<file path="src/rtl/lpfp_pkg.sv">
`timescale 1ns / 1ps

package lpfp_pkg;

	localparam int MAX_DRIVERS = 8;
	localparam int CH_PER_DRV = 12;
	localparam int STORE_DEPTH = MAX_DRIVERS * CH_PER_DRV;
	localparam int ADDR_W = $clog2(STORE_DEPTH);
	localparam int FRAME_BYTES = 4 + 2 * CH_PER_DRV;
	localparam int CNT_W = $clog2(FRAME_BYTES);
	localparam int CHAN_W = $clog2(CH_PER_DRV);

	localparam logic [5:0] WRITE_CODE = 6'h25;
	localparam logic [4:0] CONTROL_BITS = 5'h16;
	localparam logic [6:0] BRIGHT_RESET = 7'h7F;
	localparam logic [3:0] DRV_COUNT_RESET = 4'd1;

	localparam logic [1:0] KIND_SET_CH = 2'd0;
	localparam logic [1:0] KIND_SET_LED = 2'd1;
	localparam logic [1:0] KIND_EMIT = 2'd2;

	localparam logic [1:0] CFG_DRV_COUNT = 2'd0;
	localparam logic [1:0] CFG_BRIGHT_R = 2'd1;
	localparam logic [1:0] CFG_BRIGHT_G = 2'd2;
	localparam logic [1:0] CFG_BRIGHT_B = 2'd3;

	localparam logic [1:0] SEL_HDR = 2'd0;
	localparam logic [1:0] SEL_HI = 2'd1;
	localparam logic [1:0] SEL_LO = 2'd2;

	typedef struct packed {
		logic [3:0] driver_count;
		logic [6:0] bright_red;
		logic [6:0] bright_green;
		logic [6:0] bright_blue;
	} cfg_t;

	typedef struct packed {
		logic              load_item;
		logic              wr_en;
		logic [1:0]        wr_k;
		logic              rd_en;
		logic [CHAN_W-1:0] rd_chan;
		logic              byte_load;
		logic [1:0]        byte_sel;
		logic [1:0]        hdr_idx;
		logic              last;
	} cmd_t;

	typedef struct packed {
		logic [1:0] kind;
		logic       frame_ok;
		logic       out_free;
	} stat_t;

endpackage

</file>
<file path="src/rtl/lpfp_ctrl.sv">
`timescale 1ns / 1ps

module lpfp_ctrl import lpfp_pkg::*; (
	input  logic  clk,
	input  logic  arst_n,
	input  logic  in_valid,
	output logic  in_ready,
	input  stat_t stat,
	output cmd_t  cmd
);

	localparam logic [1:0] ST_IDLE = 2'd0;
	localparam logic [1:0] ST_EXEC = 2'd1;
	localparam logic [1:0] ST_EMIT = 2'd2;

	logic [1:0]        state_q;
	logic [1:0]        k_q;
	logic [CNT_W-1:0]  cnt_q;
	logic [CHAN_W-1:0] chan_q;
	logic              is_last;
	logic              rd_point;

	assign in_ready = (state_q == ST_IDLE);
	assign is_last  = (cnt_q == CNT_W'(FRAME_BYTES - 1));
	// prefetch next level while the header tail or a low byte goes out
	assign rd_point = (cnt_q == CNT_W'(3))
		|| (cnt_q[0] && cnt_q >= CNT_W'(5) && !is_last);

	always_comb begin
		cmd = '0;
		cmd.load_item = in_valid && in_ready;
		cmd.wr_k      = k_q;
		cmd.rd_chan   = chan_q;
		cmd.hdr_idx   = cnt_q[1:0];
		cmd.last      = is_last;
		if (cnt_q < CNT_W'(4))
			cmd.byte_sel = SEL_HDR;
		else if (!cnt_q[0])
			cmd.byte_sel = SEL_HI;
		else
			cmd.byte_sel = SEL_LO;
		case (state_q)
			ST_EXEC: begin
				cmd.wr_en = stat.kind inside {KIND_SET_CH, KIND_SET_LED};
			end
			ST_EMIT: begin
				cmd.byte_load = stat.out_free;
				cmd.rd_en     = stat.out_free && rd_point;
			end
			default: ;
		endcase
	end

	always_ff @(posedge clk or negedge arst_n) begin
		if (!arst_n) begin
			state_q <= ST_IDLE;
			k_q     <= '0;
			cnt_q   <= '0;
			chan_q  <= '0;
		end else begin
			case (state_q)
				ST_IDLE: begin
					if (cmd.load_item) begin
						state_q <= ST_EXEC;
						k_q     <= '0;
					end
				end
				ST_EXEC: begin
					state_q <= ST_IDLE;
					if (stat.kind == KIND_SET_LED && k_q != 2'd2) begin
						state_q <= ST_EXEC;
						k_q     <= k_q + 2'd1;
					end else if (stat.kind == KIND_EMIT && stat.frame_ok) begin
						state_q <= ST_EMIT;
						cnt_q   <= '0;
						chan_q  <= CHAN_W'(CH_PER_DRV - 1);
					end
				end
				ST_EMIT: begin
					if (cmd.byte_load) begin
						cnt_q <= cnt_q + CNT_W'(1);
						if (cmd.rd_en)
							chan_q <= chan_q - CHAN_W'(1);
						if (is_last)
							state_q <= ST_IDLE;
					end
				end
				default: state_q <= ST_IDLE;
			endcase
		end
	end

endmodule

</file>
<file path="src/rtl/lpfp_dpath.sv">
`timescale 1ns / 1ps

module lpfp_dpath import lpfp_pkg::*; (
	input  logic        clk,
	input  logic        arst_n,
	input  cfg_t        cfg,
	input  cmd_t        cmd,
	output stat_t       stat,
	input  logic [1:0]  kind,
	input  logic [7:0]  target_index,
	input  logic [15:0] value_a,
	input  logic [15:0] value_b,
	input  logic [15:0] value_c,
	output logic        out_valid,
	input  logic        out_ready,
	output logic [7:0]  out_byte,
	output logic        last_byte
);

	logic [1:0]  kind_q;
	logic [7:0]  target_q;
	logic [15:0] val_a_q;
	logic [15:0] val_b_q;
	logic [15:0] val_c_q;

	logic [15:0] mem [STORE_DEPTH];
	logic [STORE_DEPTH-1:0] valid_q;
	logic [15:0] rd_data_q;
	logic        rd_vld_q;

	logic        out_valid_q;
	logic [7:0]  out_byte_q;
	logic        last_q;

	logic [3:0]        active;
	logic [ADDR_W-1:0] limit;
	logic [9:0]        wr_chan;
	logic              wr_hit;
	logic [15:0]       wr_data;
	logic [ADDR_W-1:0] base;
	logic [ADDR_W-1:0] rd_addr;
	logic [31:0]       header;
	logic [15:0]       level;
	logic [7:0]        byte_nxt;

	assign active = (cfg.driver_count > 4'(MAX_DRIVERS)) ? 4'(MAX_DRIVERS) : cfg.driver_count;
	assign limit  = ADDR_W'(active * CH_PER_DRV);

	// an led covers three consecutive channels, computed without wrap
	assign wr_chan = (kind_q == KIND_SET_CH) ? {2'b00, target_q}
		: 10'({2'b00, target_q} * 10'd3 + {8'd0, cmd.wr_k});
	assign wr_hit  = cmd.wr_en && (wr_chan < 10'(limit));

	always_comb begin
		case (cmd.wr_k)
			2'd1:    wr_data = val_b_q;
			2'd2:    wr_data = val_c_q;
			default: wr_data = val_a_q;
		endcase
	end

	assign base    = ADDR_W'(target_q[2:0] * CH_PER_DRV);
	assign rd_addr = base + ADDR_W'(cmd.rd_chan);

	assign header = {WRITE_CODE, CONTROL_BITS, cfg.bright_red, cfg.bright_green,
		cfg.bright_blue};
	assign level  = rd_vld_q ? rd_data_q : 16'd0;

	always_comb begin
		case (cmd.byte_sel)
			SEL_HDR: begin
				case (cmd.hdr_idx)
					2'd0:    byte_nxt = header[31:24];
					2'd1:    byte_nxt = header[23:16];
					2'd2:    byte_nxt = header[15:8];
					default: byte_nxt = header[7:0];
				endcase
			end
			SEL_HI:  byte_nxt = level[15:8];
			default: byte_nxt = level[7:0];
		endcase
	end

	assign stat.kind     = kind_q;
	assign stat.frame_ok = (target_q < {4'd0, active});
	assign stat.out_free = !out_valid_q || out_ready;

	always_ff @(posedge clk) begin
		if (cmd.load_item) begin
			kind_q   <= kind;
			target_q <= target_index;
			val_a_q  <= value_a;
			val_b_q  <= value_b;
			val_c_q  <= value_c;
		end
	end

	always_ff @(posedge clk) begin
		if (wr_hit)
			mem[wr_chan[ADDR_W-1:0]] <= wr_data;
		if (cmd.rd_en)
			rd_data_q <= mem[rd_addr];
	end

	// entries never written since reset read as zero
	always_ff @(posedge clk or negedge arst_n) begin
		if (!arst_n) begin
			valid_q  <= '0;
			rd_vld_q <= 1'b0;
		end else begin
			if (wr_hit)
				valid_q[wr_chan[ADDR_W-1:0]] <= 1'b1;
			if (cmd.rd_en)
				rd_vld_q <= valid_q[rd_addr];
		end
	end

	always_ff @(posedge clk or negedge arst_n) begin
		if (!arst_n)
			out_valid_q <= 1'b0;
		else if (cmd.byte_load)
			out_valid_q <= 1'b1;
		else if (out_ready)
			out_valid_q <= 1'b0;
	end

	always_ff @(posedge clk) begin
		if (cmd.byte_load) begin
			out_byte_q <= byte_nxt;
			last_q     <= cmd.last;
		end
	end

	assign out_valid = out_valid_q;
	assign out_byte  = out_byte_q;
	assign last_byte = last_q;

endmodule

</file>
<file path="src/rtl/led_pwm_frame_packer_unit.sv">
`timescale 1ns / 1ps

// pwm frame packer for a chain of up to eight 12-channel led drivers. a kind 0
// transaction sets one channel level, kind 1 sets the three channels of one rgb
// led, kind 2 streams the 28-byte frame of one driver (32-bit header, then
// channels 11 down to 0, high byte first), with last_byte on the final byte.
// writes past the configured driver count and frames for absent drivers are
// dropped. a write is done in the exec state, an led write holding it until all
// three channels are written, and a frame streams one byte per cycle while
// out_ready stays high; no new transaction is taken until the last is done. the
// frame rate is set by the single output register, while the level store is
// read once per channel, prefetched one channel ahead of the output register.
// levels reset to zero with no clearing pass. configuration is taken every
// cycle and should only be written while the block is idle.
module led_pwm_frame_packer_unit import lpfp_pkg::*; (
	input  logic        clk,
	input  logic        arst_n,
	input  logic        in_valid,
	output logic        in_ready,
	input  logic [1:0]  kind,
	input  logic [7:0]  target_index,
	input  logic [15:0] value_a,
	input  logic [15:0] value_b,
	input  logic [15:0] value_c,
	output logic        out_valid,
	input  logic        out_ready,
	output logic [7:0]  out_byte,
	output logic        last_byte,
	input  logic        cfg_valid,
	output logic        cfg_ready,
	input  logic [1:0]  cfg_index,
	input  logic [6:0]  cfg_data
);

	cfg_t  cfg_q;
	cmd_t  cmd;
	stat_t stat;

	assign cfg_ready = 1'b1;

	always_ff @(posedge clk or negedge arst_n) begin
		if (!arst_n) begin
			cfg_q.driver_count <= DRV_COUNT_RESET;
			cfg_q.bright_red   <= BRIGHT_RESET;
			cfg_q.bright_green <= BRIGHT_RESET;
			cfg_q.bright_blue  <= BRIGHT_RESET;
		end else if (cfg_valid && cfg_ready) begin
			case (cfg_index)
				CFG_DRV_COUNT: cfg_q.driver_count <= cfg_data[3:0];
				CFG_BRIGHT_R:  cfg_q.bright_red   <= cfg_data;
				CFG_BRIGHT_G:  cfg_q.bright_green <= cfg_data;
				CFG_BRIGHT_B:  cfg_q.bright_blue  <= cfg_data;
				default: ;
			endcase
		end
	end

	lpfp_ctrl u_ctrl (
		.clk      (clk),
		.arst_n   (arst_n),
		.in_valid (in_valid),
		.in_ready (in_ready),
		.stat     (stat),
		.cmd      (cmd)
	);

	lpfp_dpath u_dpath (
		.clk          (clk),
		.arst_n       (arst_n),
		.cfg          (cfg_q),
		.cmd          (cmd),
		.stat         (stat),
		.kind         (kind),
		.target_index (target_index),
		.value_a      (value_a),
		.value_b      (value_b),
		.value_c      (value_c),
		.out_valid    (out_valid),
		.out_ready    (out_ready),
		.out_byte     (out_byte),
		.last_byte    (last_byte)
	);

endmodule
</file>
<file path="config.mk">
export PLATFORM = sky130hd
export DESIGN_NAME = led_pwm_frame_packer_unit
export DESIGN_NICKNAME = d
export VERILOG_FILES = /design/src/rtl/lpfp_pkg.sv /design/src/rtl/lpfp_ctrl.sv /design/src/rtl/lpfp_dpath.sv /design/src/rtl/led_pwm_frame_packer_unit.sv
export SDC_FILE = /design/constraint.sdc
export NUM_CORES = 2
export LEC_CHECK = 0
export BUFFER_PORTS_ARGS = -buffer_cell sky130_fd_sc_hd__buf_2
export CAP_MARGIN = 20
export CELL_PAD_IN_SITES_DETAIL_PLACEMENT = 0
export CELL_PAD_IN_SITES_GLOBAL_PLACEMENT = 1
export CORE_ASPECT_RATIO = 0.5
export CORE_MARGIN = 2
export CORE_UTILIZATION = 40
export DETAILED_ROUTE_END_ITERATION = 12
export PLACE_DENSITY = 0.65
export SLEW_MARGIN = 40
export SYNTH_ARGS = -nofsm -noshare
export SYNTH_HDL_FRONTEND = slang
export SYNTH_SLANG_ARGS = --single-unit
</file>
<file path="constraint.sdc">
create_clock -name clk -period 7.4 [get_ports clk]
set_clock_uncertainty 0.1 [all_clocks]
set_input_delay 1.48 -clock clk [delete_from_list [all_inputs] [get_ports clk]]
set_output_delay 1.48 -clock clk [all_outputs]
set_load 0.005 [all_outputs]
</file>
# Yosys cells after proc, flatten, opt, wreduce, memory -nomap -nowiden
# Memories as Yosys holds them, arrays and structs flattened. A register that Yosys moved wholly into a read port is not among the register bits.
# Index checks and enable logic that the tools add are counted.
[totals]
regBits = 203
ramBits = 1536
input_bits = 72
out_inout_bits = 12
elab_cells = 124
mem_count = 1
[op_classes]
addsub = 5
mul = 3
order_cmp = 8
eq_ne = 22
muxes = 37
bitwise_logic = 1
n_reduce_logical = 29
[memory_table]
columns = ["name", "words", "width", "read_ports", "rd_clocked_by_memory_dff", "write_ports", "line_no", "source"]
rows = [
  ["u_dpath.mem", 96, 16, 1, 1, 1, "lpfp_dpath.sv:26", "logic [15:0] mem [STORE_DEPTH];"],
]
[ops]
columns = ["operator", "n"]
rows = [
  ["$or A96 B96 Y96", 1],
  ["$pmux W16 S2", 1],
  ["$pmux W8 S3", 1],
  ["$mux W4", 5],
  ["$mux W2", 9],
  ["$lt A7 B8 Y1 const B", 2],
  ["$mux W16", 1],
  ["$pmux W8 S2", 1],
  ["$mux W5", 3],
  ["$eq A2 B1 Y1 const B", 6],
  ["$eq A2 B2 Y1 const B", 6],
  ["$add A10 B2 Y10", 1],
  ["$logic_not A2 Y1", 5],
  ["$lt A10 B7 Y1", 1],
  ["$mul A8 B2 Y10 const B", 1],
  ["$mux W10", 1],
  ["$ne A2 B2 Y1 const B", 5],
  ["$pmux W5 S2", 1],
  ["$mux W1", 9],
  ["$logic_and A1 B1 Y1", 8],
  ["$lt A8 B4 Y1", 1],
  ["$pmux W4 S2", 1],
  ["$reduce_and A2 Y1", 4],
  ["$reduce_bool A2 Y1", 4],
  ["22 further kinds", 27],
]

# Logic depth before layout (Yosys ltp)
[depth]
ltp_word = 9
ltp_mapped = 16
ltp_nobuf = 14

# Modules after synthesis
# A second synthesis with hierarchy kept.
[hier_totals]
cells_unflattened = 3217
area_unflattened_um2 = 69377.8
[modules_own_cells]
columns = ["module", "instances", "cells_each", "area_per_inst_um2", "seq_area_each_um2"]
rows = [
  ["lpfp_dpath", 1, 3070, 67514.8, 51069.0],
  ["led_pwm_frame_packer_unit", 1, 56, 997.2, 653.1],
  ["lpfp_ctrl", 1, 91, 865.8, 325.3],
]

# Worst setup path after synthesis
# No wires, ideal clock.
[synth_timing]
kind = "reg2reg"
from = "reg u_ctrl.k_q[0]"
to = "mem u_dpath.mem[0][0], data pin"
setup_time_ns = 0.949
arrival_time_ns = 4.982
t_required_ns = 6.351
slack_ns = 1.368
stages_incl_launch_ff = 7
n_path_buf = 2
period_less_slack_ns = 6.032
cell_sequence = "dfrtp_1 > inv_1 > ha_1 > clkbuf_1 > clkbuf_1 > a22oi_1 > o21ai_0"
[synth_via]
elab_chain_len = 2
elab_cells_between_ends = 3
cone_classes = "eq/ne: 2; mux: 1"
[synth_rtl]
columns = ["item", "line_no", "source"]
rows = [
  ["from (decl)", "lpfp_ctrl.sv:17", "logic [1:0] k_q;"],
  ["from (signal assigned)", "lpfp_ctrl.sv:72", "k_q <= k_q + 2'd1;"],
  ["$eq A2 B2 Y1 / $eq A2 B1 Y1 (equally long branches)", "lpfp_dpath.sv:55", "case (cmd.wr_k)"],
  ["$pmux W16 S2 *", "lpfp_dpath.sv:55", ""],
  ["named net u_dpath.wr_data[0]", "lpfp_dpath.sv:39", "logic [15:0] wr_data;"],
  ["to (decl)", "lpfp_dpath.sv:26", ""],
]
# Mark *: on every way through the listed nets, which the timed path passes. The rest lies on a longest branch.

# Worst setup path after layout
[layout_timing]
from = "reg u_dpath.target_q[0]"
to = "mem u_dpath.mem[81][1] (enable)"
[layout_via]
elab_chain_len = 7
[layout_rtl]
columns = ["item", "line_no", "source"]
rows = [
  ["from (decl)", "lpfp_dpath.sv:21", "logic [7:0] target_q;"],
  ["from (signal assigned)", "lpfp_dpath.sv:91", "target_q <= target_index;"],
  ["$mul A8 B2 Y10", "lpfp_dpath.sv:51", ": 10'({2'b00, target_q} * 10'd3 + {8'd0, cmd.wr_k});"],
  ["$add A10 B2 Y10", "lpfp_dpath.sv:51", ""],
  ["$mux W10 *", "lpfp_dpath.sv:50", "assign wr_chan = (kind_q == KIND_SET_CH) ? {2'b00, target_q}"],
  ["$lt A10 B7 Y1", "lpfp_dpath.sv:52", "assign wr_hit = cmd.wr_en && (wr_chan < 10'(limit));"],
  ["$logic_and A1 B1 Y1", "lpfp_dpath.sv:52", ""],
  ["$mux W1", "lpfp_dpath.sv:99", "if (wr_hit)"],
  ["$mux W1 (implied by the code)", "lpfp_dpath.sv:100", "mem[wr_chan[ADDR_W-1:0]] <= wr_data;"],
]
# Mark *: on every way between the ends. The rest lies on a longest branch, timed or not.

==> qor.txt <==
Asr flop ratio synth -> 7.75%
Crit start category -> register
PwrDens -> 342 mW/mm^2
Distinct cell type count after synthesis -> 74
Chip height -> 300 um
DR pass1 iterations -> 6
Arrival @ worst endpoint -> 6.47 ns
Core outline area -> 0.174 mm^2
Setup TNS -> 0 ns
Die width -> 596 um
Largest net degree at the start of global routing -> 112
Pleak -> 26.2 nW
Vias -> 35.7k
Rel. slew slack -> 41.2%
RSZ-0062 raised after global routing -> false
Num CTS Buffers -> 160
Antenna violations before repair -> 9
Leading area contributor after synthesis -> edfxtp_1
Post-synth EDFFs -> 1,619
Syn Inst Count -> 3,500
Global-route wire length before repair -> 267 mm
Status -> finished, final reports clean
Post-synth top cells -> edfxtp_1, mux4_2, nand2_1
CP Class -> register to register
YS warnings -> 0
Endpoints failing setup -> 0
Slowest stage delay, CP -> 0.93 ns
Syn nets -> 3,619
Post-layout min period -> 6.05 ns
CTS Buffer Depth -> 3
CTS Hold Buffers Added -> 0
Num Clock Sinks -> 1,755
Post-Route WL -> 187 mm
Gpl congestion -> 0.879
Max Cap Viol -> 0
Crit path buf inv count -> 3
F_max -> 165 MHz
Hold Slack -> 0.361 ns
Top-count cell post-synth -> edfxtp_1
Top FF cell, synth -> edfxtp_1
Synth top area share -> 69.4%
IO Port Bufs -> 82
Starting density of the core -> 40.3%
Antenna-violating nets left -> 0
Via density -> 5.81
Sequential-to-total area share from yosys stat -> 74.3%
Synth top area cells -> edfxtp_1, mux4_2, dfrtp_1
Post-Synthesis Cell Area -> 0.0700 mm^2
Htree depth -> 4
Gr usage total -> 21.0%
Final Hold Fails -> 0
Area growth syn-to-layout -> 14.1%
Die Area -> 0.179 mm^2
CP max FO -> 12
#FFs+latches synth -> 1,755
VDD IR max -> 0.322 mV
Layout cells sized above 1 -> 30.4%
Clk_lat worst skew -> 0.81 ns
CP delay by family, top -> simple AND/OR/NAND/NOR gates
Clock transition at path regs -> 0.06 ns
CP max-delay cell -> or3_2
Syn avg cell area -> 20.0 um^2
CP Cell Sequence -> fa_1 -> ha_1 -> inv_1 -> fa_1 -> nor2b_1 -> o21a_1 -> o21ai_0 -> a31oi_1 -> inv_1 -> ha_1 -> a32oi_1 -> o2111ai_2 -> or3_2 -> nor3_2 -> buf_4
# DRC -> 0
HP Class -> register to register
# resized after CTS -> 0
WL/cell -> 30.3 um
Post-DP HPWL -> 119 mm
Final Max Tran Viols -> 0
Layout net count -> 3,834
Vias in the first global route -> 35.6k
Gr ovfl total -> 0
Setup Fix Bufs, Post-CTS -> 0
Worst slew pin tran -> 0.882 ns
Root Driver -> clkbuf_16
Rows -> 108
Required time of the critical path -> 7.82 ns
Period utilization -> 81.7%
CTS tree -> done
Iteration-0 DRC Markers -> 4,661
Ports -> 84
Critical path endpoint category -> register
-- worst paths after layout --
check	start	endpoint	slack (ns)	depth (start not counted)
max in group asynchronous	arst_n	u_dpath.valid_q[4]	5.45	2
min in group asynchronous	arst_n	u_ctrl.cnt_q[3]	0.60	1
min	u_dpath.valid_q[47]	u_dpath.valid_q[47]	0.36	2
max	u_dpath.target_q[0]	u_dpath.mem[81][1]	1.35	15
min reg2reg	u_dpath.valid_q[47]	u_dpath.valid_q[47]	0.36	2
max reg2reg	u_dpath.target_q[0]	u_dpath.mem[81][1]	1.35	15
-- metal layers --
metal	vias to the layer above	global-route usage (%)	wire length (um)
met4	6	4.77	3320
met3	213	4.47	16000
li1	14769	-	-
met5	-	0	28
met2	1461	32.0	85600
met1	19263	31.1	81600
-- per-stage QoR --
step | util (%) | setup slack (ns) | std cells | instance area (um^2) | total power [mW]
after floorplan | - | 1.37 | 3500 | 70000 | 16.3
after global placement | 42.9 | 0.977 | 5853 | 74600 | 19.1
after detailed placement | 43.0 | 1.34 | 5858 | 74700 | 19.3
after CTS | 46.0 | 1.32 | 6144 | 79800 | 27.4
after global routing | 46.0 | 1.00 | 6149 | 79900 | 28.2
final | 46.0 | 1.35 | 6151 | 79900 | 27.3
-- flip-flops by register name, summed over array words and instances (netlist names), 4 cells and up --
signal             count
u_dpath.target_q       8
u_ctrl.cnt_q           5
u_dpath.val_c_q       16
u_dpath.valid_q       96
u_ctrl.chan_q          4
u_dpath.mem         1536
cfg_q                 25
u_dpath.out_byte       8
u_dpath.val_b_q       16
u_dpath.val_a_q       16
u_dpath.rd_data_q     16
-- worst register-to-register path: cells and delay by family (launching register included) --
family                     cells  cell delay (ns)
DFF                            1             0.54
and+or+nand+nor                3             1.86
buffers and inverters          3             0.47
AOI/OAI and AO/OA              5             1.32
adders and majority gates      4             1.48
-- where the power goes --
part | internal (mW) | leakage, nW | switching (mW) | total (mW)
sequential | 12.6 | 16.5 | 0.156 | 12.8
clock | 4.51 | 2.44 | 3.63 | 8.15
combinational | 1.47 | 7.29 | 4.92 | 6.39
total | 18.6 | 26.2 | 8.71 | 27.3
-- layout by cell type, fill, tap and decap left out, types with 7 or more instances in the layout --
cell type / netlist / routed
edfxtp_1: 1619 / 1619
nor3_2: 0 / 92
nand2_1: 216 / 216
o21ai_4: 0 / 16
ha_1: 42 / 38
nand2b_1: 9 / 9
nor3b_1: 9 / 7
a22o_1: 14 / 14
nand3_1: 64 / 63
buf_4: 16 / 170
mux2i_1: 46 / 46
inv_1: 128 / 128
a22oi_1: 22 / 22
a32oi_1: 16 / 16
o31ai_1: 96 / 96
clkbuf_16: 0 / 164
mux2_2: 32 / 32
mux4_2: 460 / 460
clkinv_1: 1 / 40
clkbuf_1: 111 / 36
nor3_1: 108 / 12
a21oi_1: 33 / 32
bufinv_16: 0 / 12
a311oi_2: 0 / 14
buf_12: 0 / 12
a31oi_1: 11 / 11
nor2_1: 27 / 24
clkinv_2: 0 / 15
nor2b_1: 12 / 12
dfrtp_1: 114 / 112
o21ai_0: 38 / 22
dfstp_2: 22 / 22
buf_6: 11 / 8
a211oi_1: 9 / 9
buf_2: 69 / 81
-- area by class of cell --
type,count,area (um^2)
inverters,130,488
flip-flops and latches,1755,52100
fillers,14389,93700
diodes,2,5.00
multi-input cells,1392,17400
repair buffers,276,2080
clock inverters,84,787
clock buffers,202,4270
well taps,2310,2890
-- kinds of logic (layout without fill, tap and decap cells) --
family                     after synthesis  count (layout)  synth area share (%)
and+or+nand+nor                        487             487                  3.25
DFF                                   1755            1755                  74.3
other                                    1               3               0.00535
muxes                                  538             538                  16.0
adders and majority gates               47              47                 0.893
AOI/OAI and AO/OA                      311             311                  3.24
xor gates and xnor gates                 8               8                 0.111
buffers and inverters                  353             692                  2.22
(Power assumes the default switching activity.)
